File: src/idfl_pkg.sv
`timescale 1ns / 1ps
// ----------------------------------------------------------------------------
// idfl_pkg
// Shared types and codes for the free-list ID allocator.
// ----------------------------------------------------------------------------

package idfl_pkg;

  // Request kinds carried on the slave-side tuser
  typedef enum logic [2:0] {
    REQ_INIT  = 3'd0,
    REQ_ALLOC = 3'd1,
    REQ_FREE  = 3'd2,
    REQ_FIND  = 3'd3,
    REQ_CHECK = 3'd4
  } req_e;

  // Sequencer states
  typedef enum logic [2:0] {
    ST_FILL,
    ST_IDLE,
    ST_EXEC,
    ST_SCAN,
    ST_HOLD
  } state_e;

  localparam int REQ_W  = 3;
  localparam int ARG_W  = 16;
  localparam int RID_W  = 7;
  localparam int OUT_DW = 8;

endpackage

File: src/id_free_list_allocator.sv
`timescale 1ns / 1ps
// ----------------------------------------------------------------------------
// id_free_list_allocator
// Hands out IDs 1..NUM_IDS from a linked free list kept in a link memory.
// ----------------------------------------------------------------------------
// Each accepted word is one request (tuser: kind, tdata: ID argument) and
// yields exactly one result word (tdata: ID, tuser: ok flag). The link table
// lives in a single synchronous memory with a registered read; the list
// head sits in a register. For alloc, free and check requests the memory
// read issues at acceptance, any write-back and the result follow in the
// next cycle. Find walks the memory one entry per cycle and stops at the
// lowest allocated ID, or after the last entry when nothing is allocated.
// Init rewrites the whole chain, one entry per cycle. After reset the same
// rebuild pass runs with s_axis_tready low and produces no result word. Only
// one request is in work at a time; the output register lets the next
// request in while a finished result still waits for m_axis_tready.
// ----------------------------------------------------------------------------

module id_free_list_allocator #(
  parameter int NUM_IDS = 64
) (
  input  logic       clk_i,
  input  logic       rst_ni,
  // Request stream
  input  logic       s_axis_tvalid,
  output logic       s_axis_tready,
  input  logic [15:0] s_axis_tdata,   // [15:0] id_arg
  input  logic [2:0] s_axis_tuser,    // [2:0] req_type
  // Result stream
  output logic       m_axis_tvalid,
  input  logic       m_axis_tready,
  output logic [7:0] m_axis_tdata,    // [6:0] result_id, [7] zero pad
  output logic       m_axis_tuser     // [0] ok
);

  // Entry values span 0 (tail) .. NUM_IDS + 1 (allocated marker)
  localparam int IdW  = $clog2(NUM_IDS + 2);
  localparam int AddrW = $clog2(NUM_IDS + 1);
  localparam int RidW = idfl_pkg::RID_W;
  localparam int ArgW = idfl_pkg::ARG_W;
  localparam logic [IdW-1:0]   AllocCode = IdW'(NUM_IDS + 1);
  localparam logic [IdW-1:0]   TailCode  = '0;
  localparam logic [IdW-1:0]   NumIdsW   = IdW'(NUM_IDS);
  localparam logic [AddrW-1:0] LastAddr  = AddrW'(NUM_IDS);
  localparam logic [AddrW-1:0] FirstAddr = AddrW'(1);
  localparam logic [ArgW-1:0]  NumIdsArg = ArgW'(NUM_IDS);

  idfl_pkg::state_e state_q, state_d;

  // Link memory
  logic [IdW-1:0]   mem_q [NUM_IDS+1];
  logic [IdW-1:0]   mem_rdata_q;
  logic             mem_re;
  logic [AddrW-1:0] mem_raddr;
  logic             mem_we;
  logic [AddrW-1:0] mem_waddr;
  logic [IdW-1:0]   mem_wdata;

  // Request context
  logic [2:0]       req_q;
  logic [AddrW-1:0] id_q;
  logic             range_ok_q;
  logic             fill_reply_q, fill_reply_d;
  logic [AddrW-1:0] fill_addr_q, fill_addr_d;
  logic [AddrW-1:0] scan_addr_q, scan_addr_d;
  logic [IdW-1:0]   head_q, head_d;

  // Output register and pending slot
  logic             m_valid_q;
  logic [RidW-1:0]  m_rid_q;
  logic             m_ok_q;
  logic [RidW-1:0]  pend_rid_q;
  logic             pend_ok_q;

  logic             accept;
  logic             out_free;
  logic             head_ok;
  logic             hit;
  logic             arg_in_range;
  logic             res_valid;
  logic [RidW-1:0]  res_rid;
  logic             res_ok;

  assign s_axis_tready = (state_q == idfl_pkg::ST_IDLE);
  assign accept        = s_axis_tvalid && s_axis_tready;
  assign out_free      = !m_valid_q || m_axis_tready;
  assign head_ok       = (head_q != TailCode) && (head_q <= NumIdsW);
  assign hit           = (mem_rdata_q == AllocCode);
  assign arg_in_range  = (s_axis_tdata != '0) && (s_axis_tdata <= NumIdsArg);

  assign m_axis_tvalid = m_valid_q;
  assign m_axis_tdata  = {1'b0, m_rid_q};
  assign m_axis_tuser  = m_ok_q;

  // Next state: a finished result leaves for IDLE, or HOLD if the output is busy
  always_comb begin
    state_d = state_q;
    unique case (state_q)
      idfl_pkg::ST_IDLE: begin
        if (accept) begin
          if (s_axis_tuser == idfl_pkg::REQ_INIT) begin
            state_d = idfl_pkg::ST_FILL;
          end else if (s_axis_tuser == idfl_pkg::REQ_FIND) begin
            state_d = idfl_pkg::ST_SCAN;
          end else begin
            state_d = idfl_pkg::ST_EXEC;
          end
        end
      end
      idfl_pkg::ST_FILL: begin
        if (fill_addr_q == LastAddr) begin
          state_d = (res_valid && !out_free) ? idfl_pkg::ST_HOLD : idfl_pkg::ST_IDLE;
        end
      end
      idfl_pkg::ST_EXEC, idfl_pkg::ST_SCAN: begin
        if (res_valid) begin
          state_d = out_free ? idfl_pkg::ST_IDLE : idfl_pkg::ST_HOLD;
        end
      end
      idfl_pkg::ST_HOLD: begin
        if (out_free) begin
          state_d = idfl_pkg::ST_IDLE;
        end
      end
      default: state_d = idfl_pkg::ST_IDLE;
    endcase
  end

  // Memory control, list head and result per state
  always_comb begin
    mem_re       = 1'b0;
    mem_raddr    = FirstAddr;
    mem_we       = 1'b0;
    mem_waddr    = fill_addr_q;
    mem_wdata    = TailCode;
    head_d       = head_q;
    fill_addr_d  = fill_addr_q;
    fill_reply_d = fill_reply_q;
    scan_addr_d  = scan_addr_q;
    res_valid    = 1'b0;
    res_rid      = '0;
    res_ok       = 1'b0;
    unique case (state_q)
      idfl_pkg::ST_IDLE: begin
        if (accept) begin
          // Issue the read the request needs; the data lands next cycle
          if (s_axis_tuser == idfl_pkg::REQ_ALLOC) begin
            mem_re    = 1'b1;
            mem_raddr = head_q[AddrW-1:0];
          end else if (s_axis_tuser == idfl_pkg::REQ_FREE ||
                       s_axis_tuser == idfl_pkg::REQ_CHECK) begin
            mem_re    = 1'b1;
            mem_raddr = s_axis_tdata[AddrW-1:0];
          end else if (s_axis_tuser == idfl_pkg::REQ_FIND) begin
            mem_re    = 1'b1;
            mem_raddr = FirstAddr;
          end
          scan_addr_d = FirstAddr;
          if (s_axis_tuser == idfl_pkg::REQ_INIT) begin
            fill_addr_d  = FirstAddr;
            fill_reply_d = 1'b1;
          end
        end
      end
      idfl_pkg::ST_FILL: begin
        // Rebuild the chain: entry i points to i+1, the last one is the tail
        mem_we    = 1'b1;
        mem_waddr = fill_addr_q;
        mem_wdata = (fill_addr_q == LastAddr) ? TailCode : (IdW'(fill_addr_q) + IdW'(1));
        if (fill_addr_q == LastAddr) begin
          head_d       = IdW'(1);
          fill_reply_d = 1'b0;
          res_valid    = fill_reply_q;
          res_ok       = 1'b1;
        end else begin
          fill_addr_d = fill_addr_q + AddrW'(1);
        end
      end
      idfl_pkg::ST_EXEC: begin
        res_valid = 1'b1;
        if (req_q == idfl_pkg::REQ_ALLOC) begin
          // Pop: head advances to the popped entry's link, entry marked taken
          if (head_ok) begin
            mem_we    = 1'b1;
            mem_waddr = head_q[AddrW-1:0];
            mem_wdata = AllocCode;
            head_d    = mem_rdata_q;
            res_rid   = RidW'(head_q);
            res_ok    = 1'b1;
          end
        end else if (req_q == idfl_pkg::REQ_FREE) begin
          // Push only an allocated, in-range ID
          if (range_ok_q && hit) begin
            mem_we    = 1'b1;
            mem_waddr = id_q;
            mem_wdata = head_q;
            head_d    = IdW'(id_q);
            res_ok    = 1'b1;
          end
        end else if (req_q == idfl_pkg::REQ_CHECK) begin
          res_ok = range_ok_q && hit;
        end
      end
      idfl_pkg::ST_SCAN: begin
        if (hit) begin
          res_valid = 1'b1;
          res_rid   = RidW'(scan_addr_q);
          res_ok    = 1'b1;
        end else if (scan_addr_q == LastAddr) begin
          res_valid = 1'b1;
        end else begin
          mem_re      = 1'b1;
          mem_raddr   = scan_addr_q + AddrW'(1);
          scan_addr_d = scan_addr_q + AddrW'(1);
        end
      end
      idfl_pkg::ST_HOLD: begin
        res_valid = 1'b0;
      end
      default: res_valid = 1'b0;
    endcase
  end

  // Link memory: one write and one registered read per cycle
  always_ff @(posedge clk_i) begin
    if (mem_we) begin
      mem_q[mem_waddr] <= mem_wdata;
    end
    if (mem_re) begin
      mem_rdata_q <= mem_q[mem_raddr];
    end
  end

  // Request context
  always_ff @(posedge clk_i) begin
    if (accept) begin
      req_q      <= s_axis_tuser;
      id_q       <= s_axis_tdata[AddrW-1:0];
      range_ok_q <= arg_in_range;
    end
    if (res_valid && !out_free) begin
      pend_rid_q <= res_rid;
      pend_ok_q  <= res_ok;
    end
  end

  // Control state; start with the rebuild pass
  always_ff @(posedge clk_i or negedge rst_ni) begin
    if (!rst_ni) begin
      state_q      <= idfl_pkg::ST_FILL;
      fill_addr_q  <= FirstAddr;
      fill_reply_q <= 1'b0;
      scan_addr_q  <= FirstAddr;
      head_q       <= IdW'(1);
      m_valid_q    <= 1'b0;
      m_rid_q      <= '0;
      m_ok_q       <= 1'b0;
    end else begin
      state_q      <= state_d;
      fill_addr_q  <= fill_addr_d;
      fill_reply_q <= fill_reply_d;
      scan_addr_q  <= scan_addr_d;
      head_q       <= head_d;
      // Load the output word when the slot frees, else drop it once taken
      if (res_valid && out_free) begin
        m_valid_q <= 1'b1;
        m_rid_q   <= res_rid;
        m_ok_q    <= res_ok;
      end else if (state_q == idfl_pkg::ST_HOLD && out_free) begin
        m_valid_q <= 1'b1;
        m_rid_q   <= pend_rid_q;
        m_ok_q    <= pend_ok_q;
      end else if (m_axis_tready) begin
        m_valid_q <= 1'b0;
      end
    end
  end

  // The table is only written while a request is in work or the chain is rebuilt
  assert property (@(posedge clk_i) disable iff (!rst_ni)
    (state_q == idfl_pkg::ST_IDLE || state_q == idfl_pkg::ST_HOLD) |-> !mem_we)
    else $error("link memory written outside a request");

  // The head points at a valid ID or the tail once the chain is built
  assert property (@(posedge clk_i) disable iff (!rst_ni)
    state_q != idfl_pkg::ST_FILL |-> head_q <= NumIdsW)
    else $error("free-list head out of range");

  // A held result exists only behind a still occupied output word
  assert property (@(posedge clk_i) disable iff (!rst_ni)
    state_q == idfl_pkg::ST_HOLD |-> m_valid_q)
    else $error("result held with an empty output register");

  // The scan stays within IDs 1..NUM_IDS
  assert property (@(posedge clk_i) disable iff (!rst_ni)
    state_q == idfl_pkg::ST_SCAN |-> (scan_addr_q != '0) && (scan_addr_q <= LastAddr))
    else $error("scan address out of range");

endmodule

File: config.mk
export PLATFORM = sky130hd
export DESIGN_NAME = id_free_list_allocator
export DESIGN_NICKNAME = d
export VERILOG_FILES = /design/src/idfl_pkg.sv /design/src/id_free_list_allocator.sv
export SDC_FILE = /design/constraint.sdc
export NUM_CORES = 1
export LEC_CHECK = 0
export ABC_AREA = 1
export BUFFER_PORTS_ARGS = -buffer_cell sky130_fd_sc_hd__buf_2
export CAP_MARGIN = 20
export CORE_AREA = 5 5 287 289
export CTS_BUF_LIST = sky130_fd_sc_hd__clkbuf_8 sky130_fd_sc_hd__clkbuf_16
export DETAILED_ROUTE_END_ITERATION = 7
export DIE_AREA = 0 0 292 294
export PLACE_DENSITY_LB_ADDON = 0.05
export SLEW_MARGIN = 20
export SYNTH_ARGS = -nofsm -noshare
export SYNTH_HDL_FRONTEND = slang
export SYNTH_SLANG_ARGS = --single-unit
File: constraint.sdc
create_clock -name clk_i -period 8.05 [get_ports clk_i]
set_clock_uncertainty 0.05 [all_clocks]
set_input_delay 2.0125 -clock clk_i [delete_from_list [all_inputs] [get_ports clk_i]]
set_output_delay 2.0125 -clock clk_i [all_outputs]
set_load 0.02 [all_outputs]
==> results.md, run 1 <==
- Outcome: complete, no violations
- Num rows: approximately 100
- DP Area: about 25,000 um^2
- DR vias/cell: ~4.8
- Part of the Yosys area used for sequential elements: between 60% and 70%
- Simple-Gate Fraction of Synth Area: about a quarter
- P_leak: ~10 nW
- Die H: 294 um
- Cts bufs inserted: between 60 and 70
- Post-Synth XOR/XNOR Area: less than 1%
- Hold crit path type: reg -> reg
- Max-cap violations: 0
- RSZ-0062 raised after global routing: no
- Crit path launch type: input port
- Hold buffers post-CTS: 0
- Fill count: 8,103
- Max Root-Sink Buffers: 3
- Layout Cells excl Fill: roughly 3,400
- Finish-stage setup viols: 0
- Sequential standard cell area: around 15,000 um^2
- Post-synth top area share: between 60 and 70%
- Critical setup path kind: in -> reg
- First drt pass iteration count: 5
- Distinct cells, synth: 41
- CTS tree: yes
- Clock sinks: between 500 and 600
- Core Area: around 80,000 um^2
- IO Port Bufs: 32
- Gr usage total: around 17%
- Post CTS Setup Buffer Count: 0
- Mux cell area share after synthesis: 0%
- Initial Util: 29.6%
- Top post-synthesis cells by count: nand3_1, edfxtp_1, nand2_1, inv_1, nand3b_1
- Vias in the first global route: approximately 16,000
- Final Hold Fails: 0
- Prevailing post-synth register cell: edfxtp_1
- CP max stage delay: just over 0.7 ns
- Iter 0 DRT Violations: 1,247
- Placer Congestion: approximately 0.8
- Yosys warns: 0
- Yosys reg bits: ~520
- Adder and majority cell fraction of the synthesized area: 0.212%
- Crit path DAT: just under 6 ns
- Post-route cell area: ~27,000 um^2
- Pins Over Slew Limit: 0
- Pwr dens: approximately 380 nW/um^2
- Worst Max-Slew Pin Slew: about 1.2 ns
- Data required time at the worst endpoint: ~8.3 ns
- Drt drc: 0
- Placed insts: 3,254
- Area of the multi-input gates: around 6600 um^2
- Layout cells sized above 1: 8.35%
- Setup TNS: 0 ns
- Kind of end point of the critical path: register
- Final period util: 68.1%
- Antenna violations before repair: 5
- DPL Wire Length: between 40 and 50 mm
- Main combinational cell family by area after synthesis: simple AND/OR/NAND/NOR gates
- Compound-Gate Fraction of Synth Area: approximately 2.3%
- Wire per inst: approximately 22 um
- Cells along the critical path: buf_2 -> nand3b_1 -> nor2_1 -> nor2_1 -> nand2_1 -> nand2_8 -> nand2_8 -> nand2_1 -> nand3_1 -> nand3_1 -> nand3_1 -> nand3_1 -> nand3_1 -> nand2_1 -> nand2_1 -> nand2_1
- Yosys top cell by area: edfxtp_1
- GR Overflow Total: 0
- Worst skew pair latency: 0.60 ns
- Largest net degree at the start of global routing: 170
- Crit path max fanout: between 100 and 150
- Number of nets in the layout: 2,289
- Slowest cell on crit path: nand2_8
- Max frequency: between 0.15 and 0.2 GHz
- Synth area leaders: edfxtp_1, nand3_1, nand2_1
- Via count: between 15,000 and 20,000
- VDD IR max: roughly 0.29 mV
- Top-count cell post-synth: nand3_1
- Die width: just under 300 um
- Io pins: 34
- Post-synth EDFFs: between 400 and 500
- Reg clk slew, reported paths: 0.06 ns
- Syn nets: 2,287
- Area grow syn2layout: 14.3%
- Antenna viol nets, final: 0
- Netlist Area Pre-Place: 23,600 um^2
- Die area: approximately 86,000 um^2
- Routed wire length: about 76 mm
- Root Buffer: clkbuf_16
- Slew HR: a little under a quarter
- Post-CTS Resized: 0
- H-tree depth: 3
- First-pass GRT wire length: 112 mm
- Min Tclk post-route: 5.48 ns
- Synth Instances: approximately 2,300
- Async set or reset register ratio after synthesis: roughly 6.6%
- Syn avg cell area: 10.4 um^2
## metrics by stage
step	util [%]	hold slack, ns	setup WS (ns)	total power, mW
floorplan	-	0.413	3.42	5.98
global placement	31.1	0.423	1.97	7.41
detailed placement	31.1	0.429	1.93	7.40
CTS	33.8	0.443	2.56	10.4
global route	33.8	0.460	2.17	10.9
finish	33.8	0.433	2.57	10.2
## path summary, 6_finish.rpt
kind                                             end                        from  depth (start not counted)  slack, ns
setup / recovery            mem_rdata_q[3]$_DFFE_PP_             s_axis_tuser[1]                         16       2.57
hold / removal                m_rid_q[4]$_DFFE_PN0P_      m_rid_q[4]$_DFFE_PN0P_                          2       0.43
setup reg to reg            mem_rdata_q[3]$_DFFE_PP_  scan_addr_q[0]$_DFFE_PN1P_                         18       3.41
hold reg to reg               m_rid_q[4]$_DFFE_PN0P_      m_rid_q[4]$_DFFE_PN0P_                          2       0.43
max in group asynchronous  m_axis_tvalid$_DFFE_PN0P_                      rst_ni                          1       5.89
min in group asynchronous      head_q[6]$_DFFE_PN0P_                      rst_ni                          1       1.47
## flip-flops by register name, indices dropped and copies added, names as in the netlist
register	cells
pend_rid_q	7
state_q	3
mem_q	455
range_ok_q	1
head_q	7
fill_addr_q	7
id_q	7
fill_reply_q	1
scan_addr_q	7
mem_rdata_q	7
req_q	3
m_rid_q	7
pend_ok_q	1
m_axis_tvalid	1
m_axis_tuser	1
## report_power, final
group / total, mW / switching (mW) / internal (mW)
combinational: 3.84 / 2.90 / 0.944
sequential: 3.42 / 0.110 / 3.31
clock: 2.95 / 1.17 / 1.78
total: 10.2 / 4.18 / 6.04
## metal layers
layer	vias to the layer above	share of wire (%)	GRT usage, %
met4	8	3.2	5.97
met5	-	0.046	0
li1	7734	-	-
met1	8012	46	23.9
met2	308	46	27.8
met3	111	4.3	3.13
## cell families (layout without fill, tap and decap cells)
logic type,after synthesis,after routing
AOI/OAI and AO/OA,94,94
DFF,515,515
buffers and inverters,442,494
xor gates and xnor gates,4,4
adders and majority gates,4,4
and+or+nand+nor,1200,1200
other,1,2
## placed cells by master, fill, tap and decap left out, drive strengths merged, types with 2 or more instances in the layout
master,Yosys,routed
and2,3,3
o311ai,4,4
nand4,5,5
o21ai,62,62
nor2,126,126
a21oi,7,7
buf,99,54
clkbuf,21,70
or2,2,2
inv,321,333
a22oi,4,4
clkinv,1,28
nand3b,158,158
xor2,4,4
o21bai,3,3
nor4,4,4
nor3,13,13
o211ai,5,5
edfxtp,481,481
ha,4,4
nand3,498,498
nand2,391,391
o22ai,4,4
dfstp,3,3
clkinvlp,0,2
bufinv,0,7
dfrtp,31,31
## cell type report
cell class,instances,share of cell area [%]
well taps,1060,4.92
clock buffers,70,6.46
multi-input cells,1303,24.5
flip-flops and latches,515,56.8
clock inverters,48,1.50
diodes,1,0.00928
repair buffers,54,1.35
inverters,322,4.49
## worst max-delay path: cells and delay by family
kind	cells	cell delay (ns)
buffers and inverters	1	0.13
and+or+nand+nor	15	3.24
Note: power is estimated with default switching activity, not from simulation.
==> run 2: changes to the inputs <==
clock period = 4.55 ns   (was 8.05 ns; I/O delays follow)
==> run 2 against run 1 <==
Compared with the run above:
- register-to-register slack lost 2.8 ns
- total power grew 78%
- cell count grew 2.3%
- largest power group unchanged
- worst hold slack gained 0.0034 ns
- global-route usage grew 0.38 points
- count of clock-buffer cells in the layout shrank 6
- highest routed layer is now met4
- sequential power grew 77%
==> results.md, run 2 (same netlist as run 1, synthesis figures left out) <==
- Outcome: complete, no violations (unchanged)
- Placed insts: 3,340 (was 3,254)
- Slowest cell on crit path: nor2_1 (was nand2_8)
- Sequential standard cell area: 15,300 um^2 (unchanged)
- CP max stage delay: 0.75 ns (was 0.71 ns)
- Antenna viol nets, final: 0 (unchanged)
- Comb pwr share: 40.1% (was 37.6%)
- Worst skew pair latency: 0.63 ns (was 0.60 ns)
- Die width: 292 um (unchanged)
- Psw: 7.50 mW (was 4.18 mW)
- Wire per inst: 22.6 um (was 22.4 um)
- Iter 0 DRT Violations: 1,138 (was 1,247)
- Die area: 85,800 um^2 (unchanged)
- Io pins: 34 (unchanged)
- HP Start: m_rid_q[0]$_DFFE_PN0P_ (was m_rid_q[4]$_DFFE_PN0P_)
- Clock sinks: 515 (unchanged)
- Pre-CTS setup slack: 0.319 ns (was 1.93 ns)
- Initial Util: 29.6% (unchanged)
- Layout Cells excl Fill: 3,450 (was 3,373)
- Worst Max-Slew Pin Slew: 1.04 ns (was 1.16 ns)
- Reg2reg setup slack: 0.64 ns (was 3.41 ns)
- Min Tclk post-route: slightly below 4 ns
- Clock network power share: 26.6% (was 28.9%)
- Area of the multi-input gates: 6610 um^2 (unchanged)
- DPL Wire Length: 48.3 mm (was 44.7 mm)
- Final Hold Fails: 0 (unchanged)
- Reg clk slew, reported paths: 0.06 ns (about the same)
- Cts bufs inserted: 61 (was 66)
- Finish-stage setup viols: 0 (unchanged)
- Gr usage total: 17.7% (was 17.4%)
- Register share of total power: 33.3% (was 33.5%)
- Area grow syn2layout: 17.0% (was 14.3%)
- GRT busiest layer: met2 (unchanged)
- GR Overflow Total: 0 (unchanged)
- Max frequency: 0.256 GHz
- RR Startpoint: req_q[2]$_DFFE_PP_ (was scan_addr_q[0]$_DFFE_PN1P_)
- Slew HR: 30.7% (was 22.7%)
- Core Area: 79,600 um^2 (unchanged)
- VDD IR max: 0.539 mV (was 0.286 mV)
- R2R depth: 11 (was 18)
- Hold path depth: 2 (unchanged)
- Vias in the first global route: 16,700 (was 16,300)
- Grt met3 use: 2.41% (was 3.13%)
- GRT met1 Usage: 24.2% (was 23.9%)
- Antenna violations before repair: 0 (was 5)
- Pwr dens: 658 nW/um^2 (was 379 nW/um^2)
- P_leak: 10.9 nW (was 10.5 nW)
- Crit path DAT: 4.10 ns (was 5.77 ns)
- Most frequent cells in the layout: nand3_1, edfxtp_1, nand2_1 (unchanged)
- Critical setup path kind: reg -> reg (was in -> reg)
- Switch share: 41.3% (was 40.9%)
- CTS tree: yes (unchanged)
- Num rows: 104 (unchanged)
- RSZ-0062 raised after global routing: no (unchanged)
- Max-cap violations: 0 (unchanged)
- P_int: 10.6 mW (was 6.04 mW)
- Post-route cell area: 27,600 um^2 (was 27,000 um^2)
- Pins Over Slew Limit: 0 (unchanged)
- Root Buffer: clkbuf_16 (unchanged)
- Routed wire length: 78.0 mm (was 75.7 mm)
- Top reg by flops: mem_q (unchanged)
- DR vias/cell: 4.84 (was 4.79)
- Data required time at the worst endpoint: 4.74 ns (was 8.34 ns)
- Crit path launch type: register (was input port)
- Max reg flops: 455 (unchanged)
- Post CTS Setup Buffer Count: 0 (unchanged)
- Post-CTS Resized: 0 (unchanged)
- Hold crit path type: reg -> reg (unchanged)
- Number of nets in the layout: 2,370 (was 2,289)
- Cells along the critical path: nor3_4 -> inv_1 -> nor2_4 -> inv_2 -> nor3_1 -> a21oi_1 -> o21ai_1 -> inv_1 -> nor2_1 -> nand2_2 -> nor2_1 (was buf_2 -> nand3b_1 -> nor2_1 -> nor2_1 -> nand2_1 -> nand2_8 -> nand2_8 -> nand2_1 -> nand3_1 -> nand3_1 -> nand3_1 -> nand3_1 -> nand3_1 -> nand2_1 -> nand2_1 -> nand2_1)
- First-pass GRT wire length: 115 mm (was 112 mm)
- Hold slack: 0.436 ns (was 0.433 ns)
- Largest net degree at the start of global routing: 113 (was 170)
- Kind of end point of the critical path: register (unchanged)
- Worst hold endpoint: m_rid_q[0]$_DFFE_PN0P_ (was m_rid_q[4]$_DFFE_PN0P_)
- Die H: 294 um (unchanged)
- H-tree depth: 2 (was 3)
- Hold buffers post-CTS: 0 (unchanged)
- Commonest non-fill, non-tap cell in the layout: nand3_1 (unchanged)
- Final period util: approximately 86%
- CP top delay family: simple AND/OR/NAND/NOR gates (unchanged)
- Crit path buffers/inverters: 3 (was 1)
- Setup WS post-layout: 0.636 ns (was 2.57 ns)
- Crit path max fanout: 9 (was 142)
- IO Port Bufs: 32 (unchanged)
- Worst flop-to-flop path endpoint: mem_q[59][0]$_DFFE_PP_ (was mem_rdata_q[3]$_DFFE_PP_)
- DP Area: 25,600 um^2 (was 24,800 um^2)
- Met2 Use GR: 30.3% (was 27.8%)
- Layout cells sized above 1: 11.5% (was 8.35%)
- Fill count: 8,064 (was 8,103)
- Placer Congestion: 0.867 (was 0.816)
- Max Root-Sink Buffers: 3 (unchanged)
- Via count: 16,700 (was 16,200)
- First drt pass iteration count: 5 (unchanged)
- Drt drc: 0 (unchanged)
## run 2: metal layers
layer	up-vias	wire, um
li1	7901	-
met3	99	2800
met1	8374	35400
met4	0	1800
met5	-	0
met2	339	38000
## run 2: worst min-delay path: stages (launching register included)
cell	delay (ns)
dfrtp_1	0.34
nand2_1	0.05
o21ai_0	0.06
## run 2: how the worst max path moves through the flow
stage	from	endpoint	slack (ns)	cells past startpoint
floorplan	mem_rdata_q[3]$_DFFE_PP_	mem_q[0][5]$_DFFE_PP_	-0.03	9
global placement	s_axis_tuser[2]	mem_rdata_q[4]$_DFFE_PP_	0.28	18
detailed placement	s_axis_tuser[1]	mem_rdata_q[4]$_DFFE_PP_	0.32	17
CTS	req_q[2]$_DFFE_PP_	mem_q[59][4]$_DFFE_PP_	0.59	11
global route	req_q[2]$_DFFE_PP_	mem_q[59][0]$_DFFE_PP_	0.32	11
finish	req_q[2]$_DFFE_PP_	mem_q[59][0]$_DFFE_PP_	0.64	11
## run 2: cell type report
class	count	area share [%]
Antenna cell	1	0.00907
Inverter	322	4.39
Timing Repair Buffer	140	4.29
Clock buffer	64	5.72
Clock inverter	45	1.38
Sequential cell	515	55.5
Multi-Input combinational cell	1303	23.9
Tap cell	1060	4.81
## run 2: metrics by stage
stage	power [mW]	util [%]	TNS [ns]
2_1_floorplan	10.6	-	-9.70
3_3_place_gp	13.6	32.2	0
3_5_place_dp	13.5	32.2	0
4_1_cts	18.5	34.6	0
5_1_grt	19.2	34.6	0
6_report	18.1	34.6	0
## run 2: power by group through the flow
stage	combinational, mW	sequential [mW]	clock [mW]
global placement	7.44	6.14	0
floorplan	4.42	6.16	0
finish	7.27	6.04	4.83
detailed placement	7.41	6.14	0
global route	7.99	6.06	5.19
CTS	7.43	6.04	4.98
